`config.mk`:
```
export PLATFORM = sky130hd
export DESIGN_NAME = quantized_avg_pool_9tap_core
export DESIGN_NICKNAME = d
export VERILOG_FILES = /design/src/design/qap9_pkg.sv /design/src/design/quantized_avg_pool_9tap_core.sv
export SDC_FILE = /design/constraint.sdc
export NUM_CORES = 2
export LEC_CHECK = 0
export ABC_AREA = 1
export BUFFER_PORTS_ARGS = -buffer_cell sky130_fd_sc_hd__buf_2
export CELL_PAD_IN_SITES_DETAIL_PLACEMENT = 1
export CELL_PAD_IN_SITES_GLOBAL_PLACEMENT = 2
export CORE_AREA = 2 2 458 460
export DETAILED_ROUTE_END_ITERATION = 6
export DIE_AREA = 0 0 460 462
export PLACE_DENSITY = 0.55
export SLEW_MARGIN = 10
export SYNTH_ARGS = -nofsm -noshare
export SYNTH_HDL_FRONTEND = slang
export SYNTH_SLANG_ARGS = --single-unit
```
`constraint.sdc`:
```
create_clock -name clk -period 9.05 [get_ports clk]
set_input_delay 0.4525 -clock clk [delete_from_list [all_inputs] [get_ports clk]]
set_output_delay 0.4525 -clock clk [all_outputs]
set_load 0.01 [all_outputs]
```
`src/design/qap9_pkg.sv`:
```
package qap9_pkg;

  localparam int unsigned NumTaps    = 9;
  localparam int unsigned TapWidth   = 8;
  localparam int unsigned AddrWidth  = 5;
  localparam int unsigned DataWidth  = 32;

  typedef logic [TapWidth-1:0] byte_t;

  // Register map, one 32-bit word per register.
  typedef enum logic [2:0] {
    RegKernelSize      = 3'd0,
    RegPadValue        = 3'd1,
    RegSumBias         = 3'd2,
    RegScaleMultiplier = 3'd3,
    RegScaleShift      = 3'd4,
    RegOutputZeroPoint = 3'd5,
    RegClampMin        = 3'd6,
    RegClampMax        = 3'd7
  } reg_index_t;

  localparam logic [3:0]  KernelSizeReset      = 4'd9;
  localparam logic [7:0]  PadValueReset        = 8'd0;
  localparam logic [24:0] SumBiasReset         = 25'd0;
  localparam logic [30:0] ScaleMultiplierReset = 31'h4000_0000;
  localparam logic [5:0]  ScaleShiftReset      = 6'd31;
  localparam logic [7:0]  OutputZeroPointReset = 8'd0;
  localparam logic [7:0]  ClampMinReset        = 8'd0;
  localparam logic [7:0]  ClampMaxReset        = 8'd255;

endpackage

```
`src/design/quantized_avg_pool_9tap_core.sv`:
```
// Nine-tap quantised average pooling core with requantisation to a byte.
// Throughput: one request per cycle unless the output stalls; six pipeline stages, with
// the output register last. The pipeline valid bits clear on a synchronous active-high
// reset, and the configuration registers return to their reset values.
module quantized_avg_pool_9tap_core (
  input  logic                          clk,
  input  logic                          rst,
  // Configuration port
  input  logic                          psel,
  input  logic                          penable,
  input  logic                          pwrite,
  input  logic [qap9_pkg::AddrWidth-1:0] paddr,
  input  logic [qap9_pkg::DataWidth-1:0] pwdata,
  output logic [qap9_pkg::DataWidth-1:0] prdata,
  output logic                          pready,
  // Request channel
  input  logic                          in_valid,
  output logic                          in_ready,
  input  qap9_pkg::byte_t               tap_0,
  input  qap9_pkg::byte_t               tap_1,
  input  qap9_pkg::byte_t               tap_2,
  input  qap9_pkg::byte_t               tap_3,
  input  qap9_pkg::byte_t               tap_4,
  input  qap9_pkg::byte_t               tap_5,
  input  qap9_pkg::byte_t               tap_6,
  input  qap9_pkg::byte_t               tap_7,
  input  qap9_pkg::byte_t               tap_8,
  input  logic                          pixel_end_in,
  input  logic                          batch_end_in,
  // Result channel
  output logic                          out_valid,
  input  logic                          out_ready,
  output qap9_pkg::byte_t               pooled_value,
  output logic                          pixel_end_out,
  output logic                          batch_end_out
);

  import qap9_pkg::*;

  // ---------------------------------------------------------------------------
  // Configuration registers. Writes land on the access phase of a write.
  // ---------------------------------------------------------------------------
  logic [3:0]  kernel_size;
  byte_t       pad_value;
  logic [24:0] sum_bias;
  logic [30:0] scale_multiplier;
  logic [5:0]  scale_shift;
  byte_t       output_zero_point;
  byte_t       clamp_min;
  byte_t       clamp_max;

  reg_index_t  reg_index;
  logic        cfg_write;

  assign pready    = 1'b1;
  assign reg_index = reg_index_t'(paddr[AddrWidth-1:2]);
  assign cfg_write = psel && penable && pwrite && pready;

  always_ff @(posedge clk) begin
    if (rst) begin
      kernel_size       <= KernelSizeReset;
      pad_value         <= PadValueReset;
      sum_bias          <= SumBiasReset;
      scale_multiplier  <= ScaleMultiplierReset;
      scale_shift       <= ScaleShiftReset;
      output_zero_point <= OutputZeroPointReset;
      clamp_min         <= ClampMinReset;
      clamp_max         <= ClampMaxReset;
    end else if (cfg_write) begin
      unique case (reg_index)
        RegKernelSize:      kernel_size       <= pwdata[3:0];
        RegPadValue:        pad_value         <= pwdata[7:0];
        RegSumBias:         sum_bias          <= pwdata[24:0];
        RegScaleMultiplier: scale_multiplier  <= pwdata[30:0];
        RegScaleShift:      scale_shift       <= pwdata[5:0];
        RegOutputZeroPoint: output_zero_point <= pwdata[7:0];
        RegClampMin:        clamp_min         <= pwdata[7:0];
        RegClampMax:        clamp_max         <= pwdata[7:0];
        default:            ;
      endcase
    end
  end

  // Read data is returned combinationally; each register is zero-extended.
  always_comb begin
    unique case (reg_index)
      RegKernelSize:      prdata = {28'd0, kernel_size};
      RegPadValue:        prdata = {24'd0, pad_value};
      RegSumBias:         prdata = {7'd0, sum_bias};
      RegScaleMultiplier: prdata = {1'b0, scale_multiplier};
      RegScaleShift:      prdata = {26'd0, scale_shift};
      RegOutputZeroPoint: prdata = {24'd0, output_zero_point};
      RegClampMin:        prdata = {24'd0, clamp_min};
      RegClampMax:        prdata = {24'd0, clamp_max};
      default:            prdata = '0;
    endcase
  end

  // ---------------------------------------------------------------------------
  // Pipeline flow control. Each stage may load when it is empty or when the
  // stage after it is loading, so bubbles are squeezed out and a stall at the
  // output holds every occupied stage without losing or repeating a request.
  // ---------------------------------------------------------------------------
  logic s1_valid, s2_valid, s3_valid, s4_valid, s5_valid, s6_valid;
  logic s1_load, s2_load, s3_load, s4_load, s5_load, s6_load;

  assign s6_load  = !s6_valid || out_ready;
  assign s5_load  = !s5_valid || s6_load;
  assign s4_load  = !s4_valid || s5_load;
  assign s3_load  = !s3_valid || s4_load;
  assign s2_load  = !s2_valid || s3_load;
  assign s1_load  = !s1_valid || s2_load;
  assign in_ready = s1_load;
  assign out_valid = s6_valid;

  always_ff @(posedge clk) begin
    if (rst) begin
      s1_valid <= 1'b0;
      s2_valid <= 1'b0;
      s3_valid <= 1'b0;
      s4_valid <= 1'b0;
      s5_valid <= 1'b0;
      s6_valid <= 1'b0;
    end else begin
      if (s1_load) s1_valid <= in_valid;
      if (s2_load) s2_valid <= s1_valid;
      if (s3_load) s3_valid <= s2_valid;
      if (s4_load) s4_valid <= s3_valid;
      if (s5_load) s5_valid <= s4_valid;
      if (s6_load) s6_valid <= s5_valid;
    end
  end

  // The end flags travel alongside the data through every stage.
  logic [1:0] s1_flags, s2_flags, s3_flags, s4_flags, s5_flags;

  // ---------------------------------------------------------------------------
  // Stage 1: pad substitution and the nine-byte sum (at most 2295, 12 bits).
  // Tap 0 is always a real sample, so a kernel size of zero behaves as one.
  // ---------------------------------------------------------------------------
  byte_t       taps [NumTaps];
  byte_t       taps_sel [NumTaps];
  logic [11:0] tap_sum;
  logic [11:0] s1_sum;

  assign taps[0] = tap_0;
  assign taps[1] = tap_1;
  assign taps[2] = tap_2;
  assign taps[3] = tap_3;
  assign taps[4] = tap_4;
  assign taps[5] = tap_5;
  assign taps[6] = tap_6;
  assign taps[7] = tap_7;
  assign taps[8] = tap_8;

  always_comb begin
    tap_sum = '0;
    for (int i = 0; i < NumTaps; i++) begin
      if (i > 0 && 4'(i) >= kernel_size) begin
        taps_sel[i] = pad_value;
      end else begin
        taps_sel[i] = taps[i];
      end
      tap_sum = tap_sum + {4'd0, taps_sel[i]};
    end
  end

  always_ff @(posedge clk) begin
    if (s1_load) begin
      s1_sum   <= tap_sum;
      s1_flags <= {batch_end_in, pixel_end_in};
    end
  end

  // ---------------------------------------------------------------------------
  // Stage 2: add the signed bias. The accumulator needs 26 signed bits.
  // ---------------------------------------------------------------------------
  logic signed [25:0] s2_acc;

  always_ff @(posedge clk) begin
    if (s2_load) begin
      s2_acc   <= $signed({14'd0, s1_sum}) + $signed({sum_bias[24], sum_bias});
      s2_flags <= s1_flags;
    end
  end

  // ---------------------------------------------------------------------------
  // Stage 3: one 26 by 32 signed multiply. The magnitude of the product stays
  // below 2^56, so 57 signed bits hold it exactly.
  // ---------------------------------------------------------------------------
  logic signed [57:0] product_full;
  logic signed [56:0] s3_prod;

  assign product_full = s2_acc * $signed({1'b0, scale_multiplier});

  always_ff @(posedge clk) begin
    if (s3_load) begin
      s3_prod  <= product_full[56:0];
      s3_flags <= s2_flags;
    end
  end

  // ---------------------------------------------------------------------------
  // Stage 4: split into sign and magnitude, since rounding is symmetric about
  // zero.
  // ---------------------------------------------------------------------------
  logic [56:0] prod_abs;
  logic [55:0] s4_mag;
  logic        s4_neg;

  assign prod_abs = s3_prod[56] ? 57'(-s3_prod) : 57'(s3_prod);

  always_ff @(posedge clk) begin
    if (s4_load) begin
      s4_mag   <= prod_abs[55:0];
      s4_neg   <= s3_prod[56];
      s4_flags <= s3_flags;
    end
  end

  // ---------------------------------------------------------------------------
  // Stage 5: barrel shift and the round-half-to-even decision. The round bit
  // is the bit just below the cut and the sticky bit ORs everything beneath
  // it; a shift of zero keeps the magnitude unrounded.
  // ---------------------------------------------------------------------------
  logic [63:0] mag_wide;
  logic [5:0]  shift_less_one;
  logic [63:0] sticky_mask;
  logic [55:0] mag_shifted;
  logic        round_bit;
  logic        sticky_bit;
  logic [55:0] s5_quot;
  logic        s5_inc;
  logic        s5_neg;

  assign mag_wide       = {8'd0, s4_mag};
  assign shift_less_one = scale_shift - 6'd1;
  assign sticky_mask    = (64'd1 << shift_less_one) - 64'd1;
  assign mag_shifted    = s4_mag >> scale_shift;
  assign round_bit      = (scale_shift != 6'd0) && mag_wide[shift_less_one];
  assign sticky_bit     = (scale_shift != 6'd0) && (|(mag_wide & sticky_mask));

  always_ff @(posedge clk) begin
    if (s5_load) begin
      s5_quot  <= mag_shifted;
      s5_inc   <= round_bit && (sticky_bit || mag_shifted[0]);
      s5_neg   <= s4_neg;
      s5_flags <= s4_flags;
    end
  end

  // ---------------------------------------------------------------------------
  // Stage 6 (output register): apply the rounding increment, add the zero
  // point, saturate to a byte and clamp. Any rounded magnitude of 256 or more
  // saturates outright, so only the low byte goes through the adder.
  // ---------------------------------------------------------------------------
  logic [56:0] quot_rounded;
  logic        quot_big;
  logic [8:0]  zp_sum;
  byte_t       sat_value;
  byte_t       lo_clamped;
  byte_t       result_value;

  always_comb begin
    quot_rounded = {1'b0, s5_quot} + {56'd0, s5_inc};
    quot_big     = |quot_rounded[56:8];
    if (s5_neg) begin
      zp_sum = {1'b0, output_zero_point} - {1'b0, quot_rounded[7:0]};
      if (quot_big || zp_sum[8]) begin
        sat_value = 8'd0;
      end else begin
        sat_value = zp_sum[7:0];
      end
    end else begin
      zp_sum = {1'b0, output_zero_point} + {1'b0, quot_rounded[7:0]};
      if (quot_big || zp_sum[8]) begin
        sat_value = 8'd255;
      end else begin
        sat_value = zp_sum[7:0];
      end
    end
    // The lower clamp is applied first, so an inverted pair yields clamp_max.
    lo_clamped   = (sat_value < clamp_min) ? clamp_min : sat_value;
    result_value = (lo_clamped > clamp_max) ? clamp_max : lo_clamped;
  end

  always_ff @(posedge clk) begin
    if (s6_load) begin
      pooled_value  <= result_value;
      pixel_end_out <= s5_flags[0];
      batch_end_out <= s5_flags[1];
    end
  end

endmodule

```
; ---- After elaboration in Yosys (flattened, before gate mapping)
; Index checks and enable logic that the tools add are counted.
[word_totals]
reg_bits = 334
inputBits = 118
output_inout_bits = 45
wordCells = 116
[op_classes]
add_sub_neg = 15
n_mul = 1
order_cmp = 11
eq_ne = 7
shift = 2
muxes = 17
bitwise_logic = 1
reduce_logical = 32
[ops]
columns = operator, n
row1 = $pmux 32 s8, 1
row2 = $mux 8, 13
row3 = $and 56x64->64, 1
row4 = $reduce_or 64->1, 1
row5 = $shl 1x6->64 const A, 1
row6 = $sub 64x1->64 const B, 1
row7 = $add 56x1->57, 1
row8 = $mul 26x32->57, 1
row9 = $mux 56, 1
row10 = $neg 56->56, 1
row11 = $shr 56x6->56, 1
row12 = $reduce_or 49->1, 1
row13 = $add 12x8->12, 4
row14 = $add 13x25->26, 1
row15 = $add 8x8->9, 2
row16 = $ge 3x4->1 const A, 4
row17 = $reduce_and 2->1, 8
row18 = $add 11x8->12, 1
row19 = $eq 3x3->1 const B, 4
row20 = $add 10x8->11, 1
row21 = $add 9x8->10, 1
row22 = $logic_or 1x1->1, 9
row23 = $sub 8x8->9, 1
row24 = $ge 2x4->1 const A, 2
row25 = 14 further kinds, 24

; ---- Logic depth before layout (Yosys ltp)
[logic_depth]
word_depth = 10
ltp_mapped = 39
mapped_depth_nobuf = 39

; ---- Least setup slack after synthesis
; No wires, ideal clock.
[synth_path]
path_type = flip-flop to flip-flop
start = reg scale_multiplier[15]
end = reg s3_prod[42] (data pin)
setup_ns = 0.263
arrival_ns = 6.568
path_slack_ns = 2.219
path_stages_with_launch = 29
synth_period_minus_slack_ns = 6.831
cell_sequence = dfxtp_1 > clkbuf_1 > buf_1 > nand2_1 > fa_1 > inv_1 > fa_1 > inv_1 > fa_1 > fa_1 > fa_1 > inv_1 > fa_1 > inv_1 > fa_1 > inv_1 > ha_1 > nand2_1 > nor2_1 > inv_1 > nor2_1 > inv_1 > nor2_1 > a21oi_1 > o31ai_1 > a211oi_1 > o21ai_0 > a21oi_1 > xnor2_1
[synth_via]
elab_chain_cells = 1
[synth_rtl]
columns = element, line
row1 = start: declaration, quantized_avg_pool_9tap_core.sv:46  ; logic [30:0] scale_multiplier;
row2 = start signal: assignment, quantized_avg_pool_9tap_core.sv:64  ; scale_multiplier <= ScaleMultiplierReset;
row3 = start signal: assignment, quantized_avg_pool_9tap_core.sv:74  ; RegScaleMultiplier: scale_multiplier <= pwdata[30:0];
row4 = $mul 26x32->57, quantized_avg_pool_9tap_core.sv:194  ; assign product_full = s2_acc * $signed({1'b0, scale_multiplier});
row5 = named net product_full[42], quantized_avg_pool_9tap_core.sv:191  ; logic signed [57:0] product_full;
row6 = end signal: assignment, quantized_avg_pool_9tap_core.sv:198  ; s3_prod <= product_full[56:0];
row7 = end: declaration, quantized_avg_pool_9tap_core.sv:192  ; logic signed [56:0] s3_prod;
; The timed path passes the listed nets, and every way through them passes these cells.
; A chain may end at the register's enable or synchronous reset.

; ---- Final worst setup path
[layout_path]
start = reg s2_acc[6]
end = reg s3_prod[56] (data pin)
[layout_via]
elab_chain_cells = 1
[layout_rtl]
columns = element, line
row1 = start: declaration, quantized_avg_pool_9tap_core.sv:178  ; logic signed [25:0] s2_acc;
row2 = start signal: assignment, quantized_avg_pool_9tap_core.sv:182  ; s2_acc <= $signed({14'd0, s1_sum}) + $signed({sum_bias[24], sum_bias});
row3 = $mul 26x32->57, quantized_avg_pool_9tap_core.sv:194
row4 = named net product_full[56], quantized_avg_pool_9tap_core.sv:191
; The timed path passes the listed nets, and every way through them passes these cells.

==> impl_metrics.env <==
export IMPL_outcome="finished clean"
export IMPL_yosys_area_top_type="fa_1"
export IMPL_cp_depth=26
export IMPL_clock_path_buffers=3
export IMPL_setup_viol=0
export IMPL_drt_vias_per_instance=4.52
export IMPL_crit_type="flip-flop to flip-flop"
export IMPL_fin_nets=8084
export IMPL_r2r_slack_ns=1.01
export IMPL_wl_per_cell_um=21.4
export IMPL_dp_hpwl_um=175000
export IMPL_synth_nets=8054
export IMPL_cp_arrival_ns=8.39
export IMPL_drv_slew=0
export IMPL_hold_viol_final=0
export IMPL_synth_edff_count=230
export IMPL_clock_skew_ns=0.0456
export IMPL_die_h_um=462
export IMPL_totalPowerFinal_mw=7.50
export IMPL_worst_path_max_fanout=17
export IMPL_start_util_pct=24.9
export IMPL_synth_seq_cells=334
export IMPL_fin_setup_tns_ns=0
export IMPL_cp_end_kind="flip-flop"
export IMPL_routed_wl_um=207000
export IMPL_place_ws_ns=0.941
export IMPL_synth_cells=6896
export IMPL_reg2reg_from="s2_acc[6]"
export IMPL_gr_usage_met1_pct=26.0
export IMPL_cts_buffers=46
export IMPL_syn_to_final_growth_pct=10.6
export IMPL_clk_pin_slew_ns=0.06
export IMPL_hold_ws_ns=0.0733
export IMPL_hold_depth=3
export IMPL_synth_ff_type="edfxtp_1"
export IMPL_htreeDepth=2
export IMPL_grt_pass1_vias=48071
export IMPL_setup_ws_ns=1.01
export IMPL_cp_required_ns=9.41
export IMPL_p_per_area_nw_per_um2=131
export IMPL_cp_top_family="adder cells"
export IMPL_slowest_delay_ns=0.85
export IMPL_synth_distinct_cells=67
export IMPL_holdCritPathClass="input port to flip-flop"
export IMPL_use_met2_pct=34.8
export IMPL_r2r_end="s3_prod[56]"
export IMPL_ir_drop_mv=0.117
export IMPL_io_pins=163
export IMPL_critPathMostFrequentCell="fa_1"
export IMPL_vias=43775
export IMPL_grt_ovfl_total=0
export IMPL_top_usage_layer="met2"
export IMPL_slew_headroom_pct=22.9
export IMPL_gp_congestion=0.848
export IMPL_yosysWarnings=0
export IMPL_route_detailed_drc=0
export IMPL_p_leak_nw=30.4
export IMPL_syn_avg_cell_area_um2=7.50
export IMPL_antenna_found_initial=4
export IMPL_grt_usage_pct=19.6
export IMPL_ant_nets=0
export IMPL_final_common_cell="nand2_1"
export IMPL_max_cap_violations=0
export IMPL_grtUsageMet3_pct=1.19
export IMPL_cts_tree="yes"
export IMPL_grt_first_pass_wirelength_um=313000
export IMPL_startpoint_type="flip-flop"
export IMPL_post_synth_instance_area_um2=51700
export IMPL_nFillCells=25240
export IMPL_floorplan_rows=168
export IMPL_clkSinkCount=334
export IMPL_die_area_um2=213000
export IMPL_port_buffers=157
export IMPL_dr_first_iter_drc_count=1845
export IMPL_max_freq_mhz=124
export IMPL_yosys_top_cells_area="fa_1 29%, edfxtp_1 13%, nand2_1 12%"
export IMPL_reg2reg_depth=26
export IMPL_core_um2=208000
export IMPL_critical_path_slowest_cell="edfxtp_1"
export IMPL_post_cts_buffers=0
export IMPL_clock_root_buffer="clkbuf_16"
export IMPL_drt_pass1_iter_count=7
export IMPL_clock_latency_ns=0.65
export IMPL_dieWidth_um=460
export IMPL_tightestPinTransition_ns=1.16
export IMPL_hp_start="pwdata[14]"
export IMPL_fin_crit_ns=8.04
export IMPL_drive_above_1_share_pct=6.68
export IMPL_yosysTopAreaCellShare_pct=29.1
export IMPL_rsz0062_at_grt="no"
export IMPL_grt_max_degree=65
export IMPL_final_period_utilization_pct=88.8
export IMPL_worstHoldEndpoint="scale_multiplier[14]"
export IMPL_async_flop_share_pct=0
export IMPL_critPathBufInv=7
export IMPL_synth_seq_area_share_pct=17.4
export IMPL_layout_common_cells="1659 x nand2_1, 1554 x inv_1, 751 x fa_1"
==> synth_stat cells, drive strengths merged, types with 2 or more instances <==
cell and instances:
nand3b 15, clkinv 15, fa 751, a21oi 238, a22oi 3, a211oi 5
nand3 234, conb 2, a221oi 9, buf 69, o211ai 28, ha 289
and3 2, o31ai 10, o221ai 16, o21bai 13, nor3 47, nand2 1679
o311ai 2, a311oi 2, a22o 6, mux2i 18, nor2 609, nor4 14
xor2 107, o21a 15, nand4 45, a21o 3, or2 20, a31oi 24
or4 2, o22ai 23, a21boi 2, clkbuf 223, o21ai 367, dfxtp 104
xnor2 53, inv 1584, and2 8, o2111ai 5, edfxtp 230
==> layout make-up <==
class	instances	area, um2	share of cell area (%)
diodes	4	10.0	0.0175
clock buffers	58	1220	2.13
clock inverters	24	339	0.593
inverters	1599	6010	10.5
multi-input cells	4671	35600	62.2
flip-flops and latches	334	9000	15.7
well taps	2720	3400	5.95
repair buffers	274	1670	2.92
==> sequential cells by signal, indices dropped and copies added, names as in the netlist, 2 cells and up <==
name / flops
clamp_max: 8
clamp_min: 8
kernel_size: 4
output_zero_point: 8
pad_value: 8
pooled_value: 8
s1_flags: 2
s1_sum: 12
s2_acc: 26
s2_flags: 2
s3_flags: 2
s3_prod: 57
s4_flags: 2
s4_mag: 56
s5_flags: 2
s5_quot: 56
scale_multiplier: 31
scale_shift: 6
sum_bias: 25
==> cell families (layout without fill, tap and decap cells) <==
| group | after synthesis | after routing | share of synthesized area, % |
|---|---|---|---|
| AND/OR/NAND/NOR | 2675 | 2675 | 21.2 |
| buffers and inverters | 1891 | 1955 | 13.9 |
| adder cells (fa/ha/maj) | 1040 | 1040 | 36.0 |
| AO/OA/AOI/OAI | 776 | 776 | 8.36 |
| flip-flops | 334 | 334 | 17.4 |
| XOR/XNOR | 160 | 160 | 2.74 |
| multiplexers | 18 | 18 | 0.348 |
| other | 2 | 6 | 0.0145 |
==> worst reg2reg max path, delay by kind of cell, from the launching register on <==
kind | cells | cell delay (ns)
and+or+nand+nor | 5 | 0.60
DFF | 1 | 0.85
xor gates and xnor gates | 1 | 0.14
AOI/OAI and AO/OA | 5 | 1.29
buffers and inverters | 7 | 0.79
adders and majority gates | 8 | 4.09
==> repair_timing <==
action                    4_1_cts  5_1_grt
resized for setup               0        0
hold buffers                    3        0
hold endpoints to repair        3        0
==> worst max path at each step <==
stage / start / end / slack (ns)
finish: s2_acc[6] / s3_prod[56] / 1.01
global route: s2_acc[6] / s3_prod[55] / 0.50
CTS: s2_acc[2] / s3_prod[56] / 0.87
detailed placement: s2_acc[2] / s3_prod[56] / 0.94
global placement: scale_multiplier[14] / s3_prod[56] / 0.97
floorplan: scale_multiplier[15] / s3_prod[42] / 2.22
==> stage by stage <==
step,util [%],cells,instance area (um2)
after floorplan,-,6896,51700
after global placement,26.7,9595,55600
after detailed placement,26.7,9595,55600
after CTS,27.5,9680,57200
after global routing,27.5,9681,57200
final,27.5,9684,57200
==> per-layer routing <==
layer  part of all wire (%)  wire length [um]
met5                 0.0063                13
met4                    2.2              4650
met3                    1.6              3350
met2                     50            103000
met1                     46             95700
==> report_power, final <==
group          total, mW  internal, mW  switching (mW)
clock network       1.91          1.11           0.801
logic               3.21          1.08            2.13
registers           2.38          1.98           0.405
(Power assumes the default switching activity.)
